File: src/button_debounce_tap_hold_unit_macros.svh
// Assertion macros shared by the button debounce / tap-hold RTL.
// Expects clk and rst_n in the scope of each use; no other dependencies.
`ifndef BUTTON_DEBOUNCE_TAP_HOLD_UNIT_MACROS_SVH
`define BUTTON_DEBOUNCE_TAP_HOLD_UNIT_MACROS_SVH
`ifndef SYNTHESIS
`define BDTH_ASSERT_IMP(lbl, ante, cons, msg) \
  lbl: assert property (@(posedge clk) disable iff (!rst_n) (ante) |-> (cons)) else $error(msg);
`define BDTH_ASSERT_NXT(lbl, ante, cons, msg) \
  lbl: assert property (@(posedge clk) disable iff (!rst_n) (ante) |=> (cons)) else $error(msg);
`else
`define BDTH_ASSERT_IMP(lbl, ante, cons, msg)
`define BDTH_ASSERT_NXT(lbl, ante, cons, msg)
`endif
`endif

File: src/bdth_pkg.sv
// Shared types and constants for the button debounce / tap-hold unit.
// No dependencies; used by bdth_core, bdth_evq and the top level.
package bdth_pkg;

  localparam int NUM_BUTTONS_DEF = 5;
  localparam int MAX_BUTTONS     = 5;
  localparam int BTN_W           = 3;
  localparam int TIME_W          = 32;
  localparam int DEB_W           = 10;
  localparam int FLAGS_W         = 15;
  localparam int HOLD_W          = 16;
  localparam int CFG_IDX_W       = 3;
  localparam int CFG_DATA_W      = 16;

  localparam logic [DEB_W-1:0]  DEBOUNCE_RST = 10'd50;
  localparam logic [HOLD_W-1:0] HOLD_RST     = 16'd1000;

  // Per-button binding flag positions inside one 3-bit group
  localparam int FLAG_HOLD    = 0;
  localparam int FLAG_INSTANT = 1;
  localparam int FLAG_REBIND  = 2;

  typedef enum logic [CFG_IDX_W-1:0] {
    CFG_DEBOUNCE = 3'd0,
    CFG_BINDING  = 3'd1,
    CFG_HOLD_0   = 3'd2,
    CFG_HOLD_1   = 3'd3,
    CFG_HOLD_2   = 3'd4,
    CFG_HOLD_3   = 3'd5,
    CFG_HOLD_4   = 3'd6
  } cfg_idx_t;

  typedef enum logic [1:0] {
    KIND_PRESS   = 2'd0,
    KIND_RELEASE = 2'd1,
    KIND_HOLD    = 2'd2,
    KIND_INSTANT = 2'd3
  } kind_t;

  // Events caused by one sample, k0 first
  typedef struct packed {
    logic [BTN_W-1:0] button;
    logic [1:0]       cnt;
    kind_t            k0;
    kind_t            k1;
    kind_t            k2;
  } evt_t;

  typedef logic [MAX_BUTTONS-1:0][HOLD_W-1:0] hold_arr_t;

endpackage

File: src/button_debounce_tap_hold_unit.sv
// Button debounce with tap, hold and instant-action events.
// Usage:
//   in_*  : one poll sample per request: tdata = button[2:0], level[3]
//           (0 = pressed), now_ms[35:4], upper bits zero.
//   out_* : one event per request: tdata[2:0] = button, tuser = kind
//           (press, release, hold action, instant action), tlast marks the
//           final event of a sample. A sample may give zero to three events.
//   cfg_* : register writes (debounce, binding flags, five hold thresholds),
//           taken at any edge with cfg_wr_en high; write only while idle.
// Path: a sample is taken into the input register; once the result register is
// free, the events of the sample are loaded there and the first is offered.
// Throughput: one sample per cycle while each gives at most one event and
// out_tready is high; a sample with more events holds the result register until
// its last leaves; the output moves one event a cycle while out_tready is high.
// Reset: buttons read as released with cleared timers and flags, registers take
// their default values, both channels go empty.
// Output stall: events wait in the result register; the input register fills,
// then in_tready drops until the stall clears. Nothing is dropped.
// Depends on bdth_pkg, bdth_core and bdth_evq.
module button_debounce_tap_hold_unit #(
  parameter int NUM_BUTTONS = bdth_pkg::NUM_BUTTONS_DEF
) (
  input  logic                              clk,
  input  logic                              rst_n,
  input  logic                              in_tvalid,
  output logic                              in_tready,
  input  logic [39:0]                       in_tdata,   // button[2:0], level[3], now_ms[35:4]
  output logic                              out_tvalid,
  input  logic                              out_tready,
  output logic [7:0]                        out_tdata,  // event_button[2:0]
  output logic [1:0]                        out_tuser,  // event_kind[1:0]
  output logic                              out_tlast,
  input  logic                              cfg_wr_en,
  input  logic [bdth_pkg::CFG_IDX_W-1:0]    cfg_index,
  input  logic [bdth_pkg::CFG_DATA_W-1:0]   cfg_wr_data
);

  logic [bdth_pkg::DEB_W-1:0]     debounce_r;
  logic [bdth_pkg::FLAGS_W-1:0]   flags_r;
  bdth_pkg::hold_arr_t            hold_r;
  logic [bdth_pkg::CFG_IDX_W-1:0] hold_idx;

  logic                           s1_valid_r;
  logic [bdth_pkg::BTN_W-1:0]     s1_button_r;
  logic                           s1_pressed_r;
  logic [bdth_pkg::TIME_W-1:0]    s1_now_r;

  logic                           free;
  logic                           go;
  logic                           in_acc;
  bdth_pkg::evt_t                 evt;
  logic [bdth_pkg::BTN_W-1:0]     out_button;
  bdth_pkg::kind_t                out_kind;

  // configuration registers
  assign hold_idx = cfg_index - bdth_pkg::CFG_HOLD_0;

  always_ff @(posedge clk) begin
    if (!rst_n) begin
      debounce_r <= bdth_pkg::DEBOUNCE_RST;
      flags_r    <= '0;
      for (int i = 0; i < bdth_pkg::MAX_BUTTONS; i++) begin
        hold_r[i] <= bdth_pkg::HOLD_RST;
      end
    end else if (cfg_wr_en) begin
      unique case (cfg_index) inside
        bdth_pkg::CFG_DEBOUNCE: debounce_r <= cfg_wr_data[bdth_pkg::DEB_W-1:0];
        bdth_pkg::CFG_BINDING:  flags_r    <= cfg_wr_data[bdth_pkg::FLAGS_W-1:0];
        bdth_pkg::CFG_HOLD_0, bdth_pkg::CFG_HOLD_1, bdth_pkg::CFG_HOLD_2,
        bdth_pkg::CFG_HOLD_3, bdth_pkg::CFG_HOLD_4: begin
          hold_r[hold_idx] <= cfg_wr_data;
        end
        default: ;
      endcase
    end
  end

  // input register
  assign go        = s1_valid_r && free;
  assign in_tready = !s1_valid_r || free;
  assign in_acc    = in_tvalid && in_tready;

  always_ff @(posedge clk) begin
    if (!rst_n) begin
      s1_valid_r <= 1'b0;
    end else if (in_acc) begin
      s1_valid_r <= 1'b1;
    end else if (go) begin
      s1_valid_r <= 1'b0;
    end
  end

  always_ff @(posedge clk) begin
    if (in_acc) begin
      s1_button_r  <= in_tdata[2:0];
      s1_pressed_r <= !in_tdata[3];
      s1_now_r     <= in_tdata[35:4];
    end
  end

  bdth_core #(
    .NUM_BUTTONS (NUM_BUTTONS)
  ) u_core (
    .clk           (clk),
    .rst_n         (rst_n),
    .go            (go),
    .button        (s1_button_r),
    .pressed       (s1_pressed_r),
    .now           (s1_now_r),
    .debounce_ms   (debounce_r),
    .binding_flags (flags_r),
    .hold_ms       (hold_r),
    .evt           (evt)
  );

  bdth_evq u_evq (
    .clk        (clk),
    .rst_n      (rst_n),
    .load       (go),
    .evt        (evt),
    .free       (free),
    .out_tvalid (out_tvalid),
    .out_tready (out_tready),
    .out_button (out_button),
    .out_kind   (out_kind),
    .out_last   (out_tlast)
  );

  assign out_tdata = {5'b0, out_button};
  assign out_tuser = out_kind;

endmodule

File: src/bdth_core.sv
// Per-button debounce state and the event decision for one sample.
// Depends on bdth_pkg and button_debounce_tap_hold_unit_macros.svh.
`include "button_debounce_tap_hold_unit_macros.svh"

module bdth_core #(
  parameter int NUM_BUTTONS = bdth_pkg::NUM_BUTTONS_DEF
) (
  input  logic                           clk,
  input  logic                           rst_n,
  input  logic                           go,
  input  logic [bdth_pkg::BTN_W-1:0]     button,
  input  logic                           pressed,
  input  logic [bdth_pkg::TIME_W-1:0]    now,
  input  logic [bdth_pkg::DEB_W-1:0]     debounce_ms,
  input  logic [bdth_pkg::FLAGS_W-1:0]   binding_flags,
  input  bdth_pkg::hold_arr_t            hold_ms,
  output bdth_pkg::evt_t                 evt
);

  localparam int BW = (NUM_BUTTONS > 1) ? $clog2(NUM_BUTTONS) : 1;

  logic [NUM_BUTTONS-1:0]          stable_r;
  logic [NUM_BUTTONS-1:0]          pend_r;
  logic [NUM_BUTTONS-1:0]          fired_r;
  logic [NUM_BUTTONS-1:0]          cons_r;
  logic [bdth_pkg::TIME_W-1:0]     last_r  [NUM_BUTTONS];
  logic [bdth_pkg::TIME_W-1:0]     start_r [NUM_BUTTONS];

  logic                            stable_nxt;
  logic                            pend_nxt;
  logic                            fired_nxt;
  logic                            cons_nxt;
  logic [bdth_pkg::TIME_W-1:0]     last_nxt;
  logic [bdth_pkg::TIME_W-1:0]     start_nxt;

  logic [BW-1:0]                   sel;
  logic                            in_range;
  logic                            upd;
  logic [2:0]                      flags;
  logic [bdth_pkg::HOLD_W-1:0]     hold_sel;
  logic [bdth_pkg::TIME_W-1:0]     since_chg;
  logic [bdth_pkg::TIME_W-1:0]     since_press;
  logic                            deb_ok;
  logic                            hold_due;

  assign sel      = button[BW-1:0];
  assign in_range = button < bdth_pkg::BTN_W'(NUM_BUTTONS);
  assign upd      = go && in_range;

  always_comb begin
    flags    = '0;
    hold_sel = '0;
    for (int i = 0; i < bdth_pkg::MAX_BUTTONS; i++) begin
      if (button == bdth_pkg::BTN_W'(i)) begin
        flags    = binding_flags[3*i +: 3];
        hold_sel = hold_ms[i];
      end
    end
  end

  assign since_chg   = now - last_r[sel];
  assign since_press = now - start_r[sel];
  assign deb_ok      = since_chg >= {{(bdth_pkg::TIME_W-bdth_pkg::DEB_W){1'b0}}, debounce_ms};
  assign hold_due    = since_press >= {{(bdth_pkg::TIME_W-bdth_pkg::HOLD_W){1'b0}}, hold_sel};

  always_comb begin
    stable_nxt = stable_r[sel];
    pend_nxt   = pend_r[sel];
    fired_nxt  = fired_r[sel];
    cons_nxt   = cons_r[sel];
    last_nxt   = last_r[sel];
    start_nxt  = start_r[sel];
    evt.button = button;
    evt.cnt    = 2'd0;
    evt.k0     = bdth_pkg::KIND_PRESS;
    evt.k1     = bdth_pkg::KIND_RELEASE;
    evt.k2     = bdth_pkg::KIND_INSTANT;
    if (in_range) begin
      if (pressed != stable_r[sel]) begin
        if (deb_ok) begin
          stable_nxt = pressed;
          last_nxt   = now;
          if (pressed) begin
            start_nxt = now;
            fired_nxt = 1'b0;
            cons_nxt  = 1'b0;
            if (flags[bdth_pkg::FLAG_HOLD]) begin
              // defer the tap until release or hold timeout
              pend_nxt = 1'b1;
            end else begin
              pend_nxt = 1'b0;
              if (flags[bdth_pkg::FLAG_INSTANT]) begin
                if (flags[bdth_pkg::FLAG_REBIND]) begin
                  evt.cnt = 2'd2;
                  evt.k1  = bdth_pkg::KIND_INSTANT;
                end else begin
                  evt.cnt  = 2'd1;
                  evt.k0   = bdth_pkg::KIND_INSTANT;
                  cons_nxt = 1'b1;
                end
              end else begin
                evt.cnt = 2'd1;
              end
            end
          end else if (pend_r[sel]) begin
            // release with a hold pending: replay the tap only if the hold never fired
            if (!fired_r[sel]) begin
              evt.cnt = flags[bdth_pkg::FLAG_INSTANT] ? 2'd3 : 2'd2;
            end
            pend_nxt = 1'b0;
          end else if (cons_r[sel]) begin
            cons_nxt = 1'b0;
          end else begin
            evt.cnt = 2'd1;
            evt.k0  = bdth_pkg::KIND_RELEASE;
          end
        end
      end else if (stable_r[sel] && pend_r[sel] && !fired_r[sel] && hold_due) begin
        fired_nxt = 1'b1;
        evt.cnt   = 2'd1;
        evt.k0    = bdth_pkg::KIND_HOLD;
      end
    end
  end

  always_ff @(posedge clk) begin
    if (!rst_n) begin
      stable_r <= '0;
      pend_r   <= '0;
      fired_r  <= '0;
      cons_r   <= '0;
      for (int i = 0; i < NUM_BUTTONS; i++) begin
        last_r[i]  <= '0;
        start_r[i] <= '0;
      end
    end else if (upd) begin
      stable_r[sel] <= stable_nxt;
      pend_r[sel]   <= pend_nxt;
      fired_r[sel]  <= fired_nxt;
      cons_r[sel]   <= cons_nxt;
      last_r[sel]   <= last_nxt;
      start_r[sel]  <= start_nxt;
    end
  end

  `BDTH_ASSERT_IMP(a_pend_only_pressed, |pend_r, (pend_r & ~stable_r) == '0, "hold pending on a released button")
  `BDTH_ASSERT_IMP(a_cons_excl_pend, |cons_r, (cons_r & pend_r) == '0, "consumed press with hold pending")
  `BDTH_ASSERT_IMP(a_no_evt_out_of_range, go && !in_range, evt.cnt == 2'd0, "event for an unknown button")

endmodule

File: src/bdth_evq.sv
// Result register: up to three events of a sample, one out per cycle while out_tready is high.
// Depends on bdth_pkg and button_debounce_tap_hold_unit_macros.svh.
`include "button_debounce_tap_hold_unit_macros.svh"

module bdth_evq (
  input  logic                       clk,
  input  logic                       rst_n,
  input  logic                       load,
  input  bdth_pkg::evt_t             evt,
  output logic                       free,
  output logic                       out_tvalid,
  input  logic                       out_tready,
  output logic [bdth_pkg::BTN_W-1:0] out_button,
  output bdth_pkg::kind_t            out_kind,
  output logic                       out_last
);

  logic [1:0]                 cnt_r;
  logic [bdth_pkg::BTN_W-1:0] btn_r;
  bdth_pkg::kind_t            k0_r;
  bdth_pkg::kind_t            k1_r;
  bdth_pkg::kind_t            k2_r;
  logic                       pop;

  assign out_tvalid = cnt_r != 2'd0;
  assign pop        = out_tvalid && out_tready;
  // take a new sample once the last pending event leaves
  assign free       = (cnt_r == 2'd0) || ((cnt_r == 2'd1) && out_tready);
  assign out_button = btn_r;
  assign out_kind   = k0_r;
  assign out_last   = cnt_r == 2'd1;

  always_ff @(posedge clk) begin
    if (!rst_n) begin
      cnt_r <= 2'd0;
    end else if (load) begin
      cnt_r <= evt.cnt;
    end else if (pop) begin
      cnt_r <= cnt_r - 2'd1;
    end
  end

  always_ff @(posedge clk) begin
    if (load) begin
      btn_r <= evt.button;
      k0_r  <= evt.k0;
      k1_r  <= evt.k1;
      k2_r  <= evt.k2;
    end else if (pop) begin
      k0_r <= k1_r;
      k1_r <= k2_r;
    end
  end

  `BDTH_ASSERT_IMP(a_load_when_free, load, free, "sample loaded over pending events")
  `BDTH_ASSERT_NXT(a_pop_advances, pop && !load, cnt_r == $past(cnt_r) - 2'd1, "event count did not advance")
  `BDTH_ASSERT_NXT(a_hold_on_stall, out_tvalid && !out_tready && !load, cnt_r == $past(cnt_r), "events dropped while stalled")

endmodule

File: config.mk
export PLATFORM = sky130hd
export DESIGN_NAME = button_debounce_tap_hold_unit
export DESIGN_NICKNAME = d
export VERILOG_FILES = /design/src/bdth_pkg.sv /design/src/button_debounce_tap_hold_unit.sv /design/src/bdth_core.sv /design/src/bdth_evq.sv
export VERILOG_INCLUDE_DIRS = /design/src /design/src/src
export SDC_FILE = /design/constraint.sdc
export NUM_CORES = 1
export LEC_CHECK = 0
export CORE_ASPECT_RATIO = 0.8
export CORE_MARGIN = 5
export CORE_UTILIZATION = 60
export CTS_BUF_LIST = sky130_fd_sc_hd__clkbuf_8 sky130_fd_sc_hd__clkbuf_16
export DETAILED_ROUTE_END_ITERATION = 12
export DONT_BUFFER_PORTS = 1
export GPL_TIMING_DRIVEN = 0
export PLACE_DENSITY = 0.74
export SYNTH_ARGS = -nofsm -noshare
export SYNTH_HDL_FRONTEND = slang
export SYNTH_SLANG_ARGS = --single-unit
File: constraint.sdc
create_clock -name clk -period 11.6 [get_ports clk]
set_clock_uncertainty 0.15 [all_clocks]
set_input_delay 0 -clock clk [delete_from_list [all_inputs] [get_ports clk]]
set_output_delay 0 -clock clk [all_outputs]
set_load 0.005 [all_outputs]
* Yosys cells after proc, flatten, opt, wreduce, memory -nomap -nowiden
Memory sizes are Yosys's and may differ from the RTL's. A register that Yosys moved wholly into a read port is not among the register bits.
Index checks and enable logic that the tools add are counted.
** Operators by class
- Add/sub/neg operators :: 4
- $lt $le $gt $ge :: 7
- Eq/ne operators :: 12
- Mux-type cells :: 93
- Reduce and logical (&&, ||, !) cells :: 27
** Operator list (number)
- $mux W32 :: 9
- $mux W16 :: 6
- $bwmux W80 :: 1
- $reduce_or A32 Y1 :: 2
- $sub A32 B32 Y32 :: 2
- $demux W16 S3 :: 1
- $mux W1 :: 35
- $mux W3 :: 11
- $ge A32 B10 Y1 :: 1
- $ge A32 B16 Y1 :: 1
- $mux W2 :: 15
- $bwmux W5 :: 4
- $mux W6 :: 3
- $bmux W1 S3 :: 4
- $eq A3 B2 Y1 const B :: 4
- $eq A3 B3 Y1 const B :: 4
- $mux W4 :: 3
- $logic_and A1 B1 Y1 :: 10
- $lt A3 B4 Y1 const B :: 2
- $eq A3 B1 Y1 const B :: 2
- $ge A3 B1 Y1 const B :: 2
- $logic_not A3 Y1 :: 2
- $reduce_and A2 Y1 :: 3
- $reduce_bool A2 Y1 :: 3
- 10 further kinds :: 13
** Storage, ports and cells
- Register bits after elaboration :: 171
- RAM bits :: 320
- Input port bits :: 64
- Memories :: 2
** Memories
- u_core.last_r :: depth 5, bits a word 32, rd ports 1, clocked after Yosys merged registers in 1, wr ports 5, RTL line bdth_core.sv:26 : logic [bdth_pkg::TIME_W-1:0] last_r [NUM_BUTTONS];
- u_core.start_r :: depth 5, bits a word 32, rd ports 1, clocked after Yosys merged registers in 1, wr ports 5, RTL line bdth_core.sv:27 : logic [bdth_pkg::TIME_W-1:0] start_r [NUM_BUTTONS];

* Depth between registers and ports, before layout
Gate-level depths: netlist of the first run.
- Depth in word-level cells :: 14
- Depth in mapped cells :: 27
- Gate-level depth less buffers :: 24

* By module
A second synthesis of the first run with hierarchy kept.
** Second synthesis, totals
- Cell total of the unflattened synthesis :: 2675
- Area total of the unflattened synthesis :: 33499.6 um^2
** Modules (own cells, without submodules)
- bdth_core :: times used 1, cells each 2194, area each 27898.0 um^2, seq. area each 15775.1 um^2
- button_debounce_tap_hold_unit :: times used 1, cells each 448, area each 5128.7 um^2, seq. area each 3203.1 um^2
- bdth_evq :: times used 1, cells each 33, area each 473.0 um^2, seq. area each 310.3 um^2

* Worst setup path after synthesis of the first run
Ideal clock, no wire load.
- Path kind :: reg2reg
- From :: register (tool-made name)
- To :: memory u_core.last_r[5][13] (netlist name) (data pin)
- Setup time :: 0.276 ns
- Arrival :: 6.271 ns
- Data required time :: 11.174 ns
- Path slack :: 4.904 ns
- Stages on the path, launching flop included :: 28
- Period minus slack after synthesis :: 6.696 ns
- Cells stage by stage :: dfxtp_1 buf_2 buf_1 buf_1 mux4_2 mux2_2 inv_1 ha_1 a21oi_1 nand2_1 nor2_1 o21ai_0 nand3_1 nand2_1 xor2_1 ha_1 a221o_1 a2111oi_0 nand4_1 nor4_1 o2111ai_1 or4_1 clkbuf_1 o21ai_1 buf_4 buf_8 mux2i_1 inv_1
** RTL lines (RTL line)
- to (decl) :: bdth_core.sv:26

==> impl_metrics.py, run 1 <==
metrics = {
    "synth": {
        "netlist_instances": 2759,
        "ys_warn_count": 0,
        "synth-async-reset-ratio_pct": 0,
        "syn_area_per_cell_um2": 12.24,
        "yosysUniqueCellTypes": 75,
        "seq_area_frac_synth_pct": 57.01,
        "synth_edf_count": 554,
        "ys_ff_latch": 685,
        "synth_area_um2": 33780,
        "yosys_most_used_dff": "edfxtp_1",
    },
    "critical_path": {
        "r2r_cells": 25,
        "rr_endpoint": "u_core.start_r[6][6]",
        "crit_required_ps": 11790,
        "critPathBufInv": 7,
        "cp-end-kind": "flip-flop",
        "cp_slowest_stage_delay_ps": 930,
        "start_kind": "flip-flop",
        "path_max_fanout": 10,
        "cpLargestDelayFamily": "buffers and inverters",
        "cp.arrival_ps": 9330,
        "reg2reg_slack_ps": 2460,
        "cp_slowest_cell": "buf_1",
        "critPathKind": "reg -> reg",
    },
    "sta": {
        "hold_viol": 0,
        "period_needed_ps": 9140,
        "worst_pin_slew_ps": 1330,
        "min_period_over_period_pct": 78.79,
        "fin_tns_setup_ps": 0,
        "maxSlewViolCount": 0,
        "setup_viol": 0,
        "relSlewSlack_pct": 11.30,
        "holdWs_ps": 67.21,
        "rsz0062_at_grt": "no",
        "setup_ws_ps": 2460,
        "fmax_mhz": 109.4,
    },
    "clock_tree": {
        "ctsRootBufferMaster": "clkbuf_16",
        "clkLatencyLatePin_ps": 650,
        "cts_htree_levels": 3,
        "cts_tree": "yes",
        "cts_buffer_depth": 3,
        "clock_sinks": 685,
        "clkSlewWorstSetupHoldPaths_ps": 60,
        "cts_made_buffers": 69,
    },
    "power_and_ir_drop": {
        "vdd_drop_max_v": 0.0001543,
        "finalPower_mw": 6.961,
        "power-per-cell-area_nw_per_um2": 179.7,
        "p_leak_nw": 14.91,
    },
    "outcome": {
        "status": "finished clean",
    },
    "global_route": {
        "grt_pass1_wl_um": 146500,
        "grt_max_degree": 51,
        "antenna_found_initial": 0,
        "grt.overflow.total": 0,
        "grt_usage_pct": 31.85,
        "grt_pass1_vias": 24210,
    },
    "floorplan": {
        "die_area_um2": 61170,
        "core_um2": 55490,
        "die_w_um": 275.3,
        "rows": 77,
        "start_util_pct": 60.87,
        "die_y_um": 222.2,
        "ios": 77,
    },
    "min_path": {
        "min_path_cells": 3,
        "hold_start": "cfg_wr_data[13]",
        "hold_class": "in -> reg",
        "holdPathEnd": "hold_r[61]",
    },
    "placed_design": {
        "gp_congestion": 0.9826,
        "dpl.cell_count": 3710,
        "dpl_cell_area_um2": 35610,
        "io_buffer_count": 0,
        "pre_cts_ws_ps": 2450,
        "hpwl_um": 66020,
    },
    "drt": {
        "wirelength_um": 97510,
        "post_drt_wl_per_cell_um": 24.79,
        "drcViolationCount": 0,
        "drt_iter0_markers": 3303,
        "first_pass_iters": 6,
        "num_vias": 24610,
        "drt-vias-per-instance": 6.258,
        "detail-route-antenna-nets": 0,
    },
    "flow_run": {
        "cap_violations": 0,
    },
    "finish": {
        "syn_to_final_growth_pct": 14.68,
        "final_nets": 3292,
        "design_area_um2": 38740,
        "drive_above_1_share_pct": 11.84,
        "stdcell_count": 3933,
        "utilization_pct": 69.81,
        "n_antenna_cell": 0,
    },
}
[cells in the mapped netlist (7+ instances only)]
library cell	n	area share [%]
or2_2	7	0.13
mux2i_2	18	0.73
a31oi_1	8	0.15
and3_1	7	0.13
edfxtp_1	554	49
a22oi_1	22	0.49
nand4_1	26	0.48
o211ai_1	16	0.36
and2_1	8	0.15
nor2b_1	16	0.30
mux2_2	68	2.3
o21ai_0	77	1.1
nand3_1	61	0.90
nor3_1	33	0.49
nand2b_1	16	0.30
mux4_2	150	10
xor2_1	16	0.41
mux2i_1	50	1.5
nor2_1	382	4.2
inv_1	169	1.9
xnor2_1	24	0.62
buf_1	20	0.22
nor4_1	12	0.22
nor3b_1	8	0.18
or4_1	8	0.18
a21o_1	15	0.33
a22o_1	8	0.21
nand2_1	301	3.3
a21oi_1	85	1.3
clkbuf_1	118	1.3
buf_4	7	0.16
a21boi_0	79	1.8
or3_1	8	0.15
dfxtp_1	131	7.8
a221oi_1	9	0.23
o2111ai_1	7	0.18
o21a_1	18	0.40
o21bai_1	7	0.16
a211oi_1	20	0.44
ha_1	94	3.5
a211o_1	8	0.21
[worst max path at each step]
| stage | startpoint | end | slack [ps] | cells after the start |
|---|---|---|---|---|
| after CTS | flip-flop | u_core.start_r[6][6] | 2390 | 25 |
| after global placement | flip-flop | u_core.last_r[5][26] | 2540 | 27 |
| final | flip-flop | u_core.start_r[6][6] | 2460 | 25 |
| after floorplan | flip-flop | u_core.last_r[5][13] | 4900 | 27 |
| after global routing | flip-flop | u_core.last_r[5][26] | 1780 | 26 |
| after detailed placement | flip-flop | u_core.start_r[7][6] | 2450 | 25 |
[where the power goes]
| part | switching, mW | internal (mW) |
|---|---|---|
| Sequential | 0.0835 | 2.89 |
| Combinational | 1.15 | 0.685 |
| Clock | 0.974 | 1.17 |
| Total | 2.21 | 4.75 |
[routing by layer]
metal	GRT usage, %	up-vias	wire length [um]
li1	-	10710	-
met1	46.38	12200	38640
met2	48.17	1482	44070
met3	6.838	222	10950
met4	11.17	0	3861
met5	0	-	0
[logic make-up (layout without fill, tap and decap cells)]
kind of cell / count (synthesis) / in the layout / share of synthesized area (%)
compound gates: 425 / 425 / 8.516
flops: 685 / 685 / 57.01
fa+ha+maj: 96 / 96 / 3.600
simple gates: 901 / 901 / 11.39
mux: 287 / 287 / 14.55
other cells: 1 / 197 / 0.01110
buf+inv: 323 / 551 / 3.834
xor+xnor: 41 / 41 / 1.085
[sequential cells by signal, summed over array words and instances (netlist names), 3 cells and up, named ones only]
name and cells:
debounce_r 10, flags_r 15, hold_r 80, s1_button_r 3, s1_now_r 32, u_core.cons_r 5, u_core.fired_r 5, u_core.last_r 256
u_core.pend_r 5, u_core.stable_r 5, u_core.start_r 256, u_evq.out_button 3
[final cells by class]
cell class | instances | area [um2]
buffer | 154 | 668.1
clock buffer | 73 | 1804
clock inverter | 49 | 312.8
fill | 3984 | 16750
inverter | 169 | 646.9
multi-input combinational | 1947 | 13960
sequential | 685 | 19260
tap | 750 | 938.4
timing repair buffer | 106 | 1149
[cell usage in the layout (no fill, tap or decap), drive strengths merged, types with 8 or more instances in the layout]
cell,instances
a211oi,20
clkbuf,194
a21oi,85
a21o,15
conb,197
nor4,12
edfxtp,554
nor2,382
nand3,61
nor2b,16
or4,8
a221oi,9
nor3b,8
o21ai,81
mux4,150
a21boi,79
xor2,16
dlygate4sd3,101
a22o,8
a22oi,22
mux2i,69
a31oi,8
or3,8
and2,8
nand2b,16
nor3,33
xnor2,25
inv,188
a211o,8
ha,94
clkinv,27
nand4,26
buf,38
dfxtp,131
o21a,18
o211ai,16
mux2,68
nand2,301
[what timing repair did]
item / in CTS / in global routing
setup buffers: 0 / 0
resized for setup: 0 / 0
hold buffers: 101 / 0
hold endpoints to repair: 162 / 0
[worst register-to-register path, delay by kind of cell (launching register included)]
kind | cells | cell delay, ps
mux | 3 | 1550
buf+inv | 7 | 2760
flops | 1 | 300
fa+ha+maj | 2 | 520
simple gates | 6 | 1380
xor+xnor | 1 | 180
compound gates | 6 | 2020
Power figures use the tool's default switching activity.
==> inputs of run 2 (changes only) <==
--- a/config.mk
+++ b/config.mk
@@ -8,7 +8,7 @@
 export LEC_CHECK = 0
 export CORE_ASPECT_RATIO = 0.8
 export CORE_MARGIN = 5
-export CORE_UTILIZATION = 60
+export CORE_UTILIZATION = 58
 export CTS_BUF_LIST = sky130_fd_sc_hd__clkbuf_8 sky130_fd_sc_hd__clkbuf_16
 export DETAILED_ROUTE_END_ITERATION = 12
 export DONT_BUFFER_PORTS = 1
==> constraint.sdc (replaced) <==
create_clock -name clk -period 8.1 [get_ports clk]
set_clock_uncertainty 0.15 [all_clocks]
set_input_delay 0 -clock clk [delete_from_list [all_inputs] [get_ports clk]]
set_output_delay 0 -clock clk [all_outputs]
set_load 0.005 [all_outputs]
==> run 2 against run 1 <==
Critical path type unchanged. Non-clock buffer count rose by 14. Clock power rose by 47%. Global-route usage fell by 1.4 points.
==> impl_metrics.py, run 2 (same netlist as run 1, synthesis figures left out) <==
metrics = {
    "outcome": {
        "status": "finished clean",
    },
    "sta": {
        "setup_ws_ps": 331.4,
        "fmax_mhz": 128.7,
        "setup_viol": 0,
        "worst_pin_slew_ps": 1171,
        "relSlewSlack_pct": 21.92,
        "min_period_over_period_pct": 95.91,
        "maxSlewViolCount": 0,
        "hold_viol": 0,
        "rsz0062_at_grt": "no",
        "period_needed_ps": 7769,
    },
    "placed_design": {
        "pre_cts_ws_ps": -843.4,
        "gp_congestion": 0.9700,
        "dpl_cell_area_um2": 35650,
        "io_buffer_count": 0,
        "hpwl_um": 67060,
    },
    "drt": {
        "drcViolationCount": 0,
        "wirelength_um": 96720,
        "detail-route-antenna-nets": 0,
        "post_drt_wl_per_cell_um": 24.37,
        "drt_iter0_markers": 3440,
        "drt-vias-per-instance": 6.179,
        "num_vias": 24520,
        "first_pass_iters": 6,
    },
    "critical_path": {
        "crit_required_ps": 8280,
        "cp_slowest_cell": "clkbuf_1",
        "critPathKind": "reg -> reg",
        "path_max_fanout": 10,
        "start_kind": "flip-flop",
        "cp_slowest_stage_delay_ps": 730,
        "critPathBufInv": 7,
        "cp-end-kind": "flip-flop",
        "cpLargestDelayFamily": "buffers and inverters",
        "cp.arrival_ps": 7950,
    },
    "finish": {
        "multi_input_area_um2": 14210,
        "ff_latch_area_um2": 19260,
        "design_area_um2": 39310,
        "final_nets": 3306,
        "syn_to_final_growth_pct": 16.39,
        "most-common-layout-cells": "554 x edfxtp_1, 382 x nor2_1, 301 x nand2_1",
        "fillerInstances": 4202,
        "final_common_cell": "edfxtp_1",
        "largest_registers": "u_core.last_r x256, u_core.start_r x256, hold_r x80",
        "drive_above_1_share_pct": 13.51,
    },
    "floorplan": {
        "die_area_um2": 63200,
        "core_um2": 57920,
        "rows": 79,
        "die_w_um": 279.8,
        "ios": 77,
        "start_util_pct": 58.32,
        "die_y_um": 225.9,
    },
    "flow_run": {
        "cap_violations": 0,
    },
    "global_route": {
        "grt.overflow.total": 0,
        "grt_max_degree": 50,
        "grt_pass1_vias": 24340,
        "grt_pass1_wl_um": 145200,
        "grt_usage_pct": 30.43,
        "antenna_found_initial": 1,
    },
    "clock_tree": {
        "clkSlewWorstSetupHoldPaths_ps": 70,
        "clock_sinks": 685,
        "cts_made_buffers": 69,
        "cts_tree": "yes",
        "cts_htree_levels": 3,
        "clkLatencyLatePin_ps": 620,
        "cts_buffer_depth": 3,
        "ctsRootBufferMaster": "clkbuf_16",
    },
    "power_and_ir_drop": {
        "power-per-cell-area_nw_per_um2": 257.6,
        "vdd_drop_max_v": 0.0001656,
        "p_leak_nw": 14.90,
    },
    "min_path": {
        "hold_class": "in -> reg",
    },
}
run 2: what timing repair did:
| item | in CTS | in global routing |
|---|---|---|
| endpoints found under the setup margin | 536 | 523 |
| buffers inserted | 0 | 2 |
| resized for setup | 40 | 61 |
| hold buffers | 112 | 0 |
| endpoints found under the hold margin | 159 | 0 |
| pin swaps | 0 | 1 |
run 2: path summary, 6_finish.rpt:
check	startpoint	depth (start not counted)	slack, ps	endpoint
setup / recovery	flip-flop	26	330	u_core.last_r[5][7]
hold / removal	in_tvalid	4	20	flip-flop
setup reg to reg	flip-flop	26	330	u_core.last_r[5][7]
hold reg to reg	u_core.fired_r[4]	2	300	u_core.fired_r[4]
run 2: worst reg2reg max path, delay by kind of cell (launching register included):
family                   cells  cell delay [ps]
adder cells (fa/ha/maj)      2              600
AND/OR/NAND/NOR              7             1800
multiplexers                 3             1140
flip-flops                   1              360
XOR/XNOR                     1              170
AO/OA/AOI/OAI                6             1270
buffers and inverters        7             2030
run 2: layer usage:
metal	routed length, um	global-route usage, %
met3	9864	6.718
met4	3557	10.01
met1	38810	42.76
met2	44480	48.05
met5	0	0
run 2: final cells by class:
type	instances	area share, %
clock inverters	49	1.073
well taps	769	2.447
repair buffers	120	3.323
flip-flops and latches	685	48.99
multi-input cells	1947	36.15
clock buffers	73	4.561
diodes	2	0.01273
inverters	169	1.645
plain buffers	154	1.801
run 2: report_power, final:
group	switching [mW]	internal [mW]	total, mW
clock	1.37	1.80	3.17
sequential	0.117	4.14	4.26
combinational	1.67	1.02	2.70
run 2: metrics by stage:
stage	hold slack [ps]	total power [mW]	setup TNS, ps	util, %	instances
2_1_floorplan	-51.13	6.087	0	-	2955
3_3_place_gp	-51.07	6.745	-279380	61.25	3724
3_5_place_dp	-51.08	6.824	-330820	61.54	3730
4_1_cts	7.313	10.04	-20.16	67.44	3964
5_1_grt	40.30	10.54	0	67.87	3967
6_report	17.25	10.13	0	67.87	3968
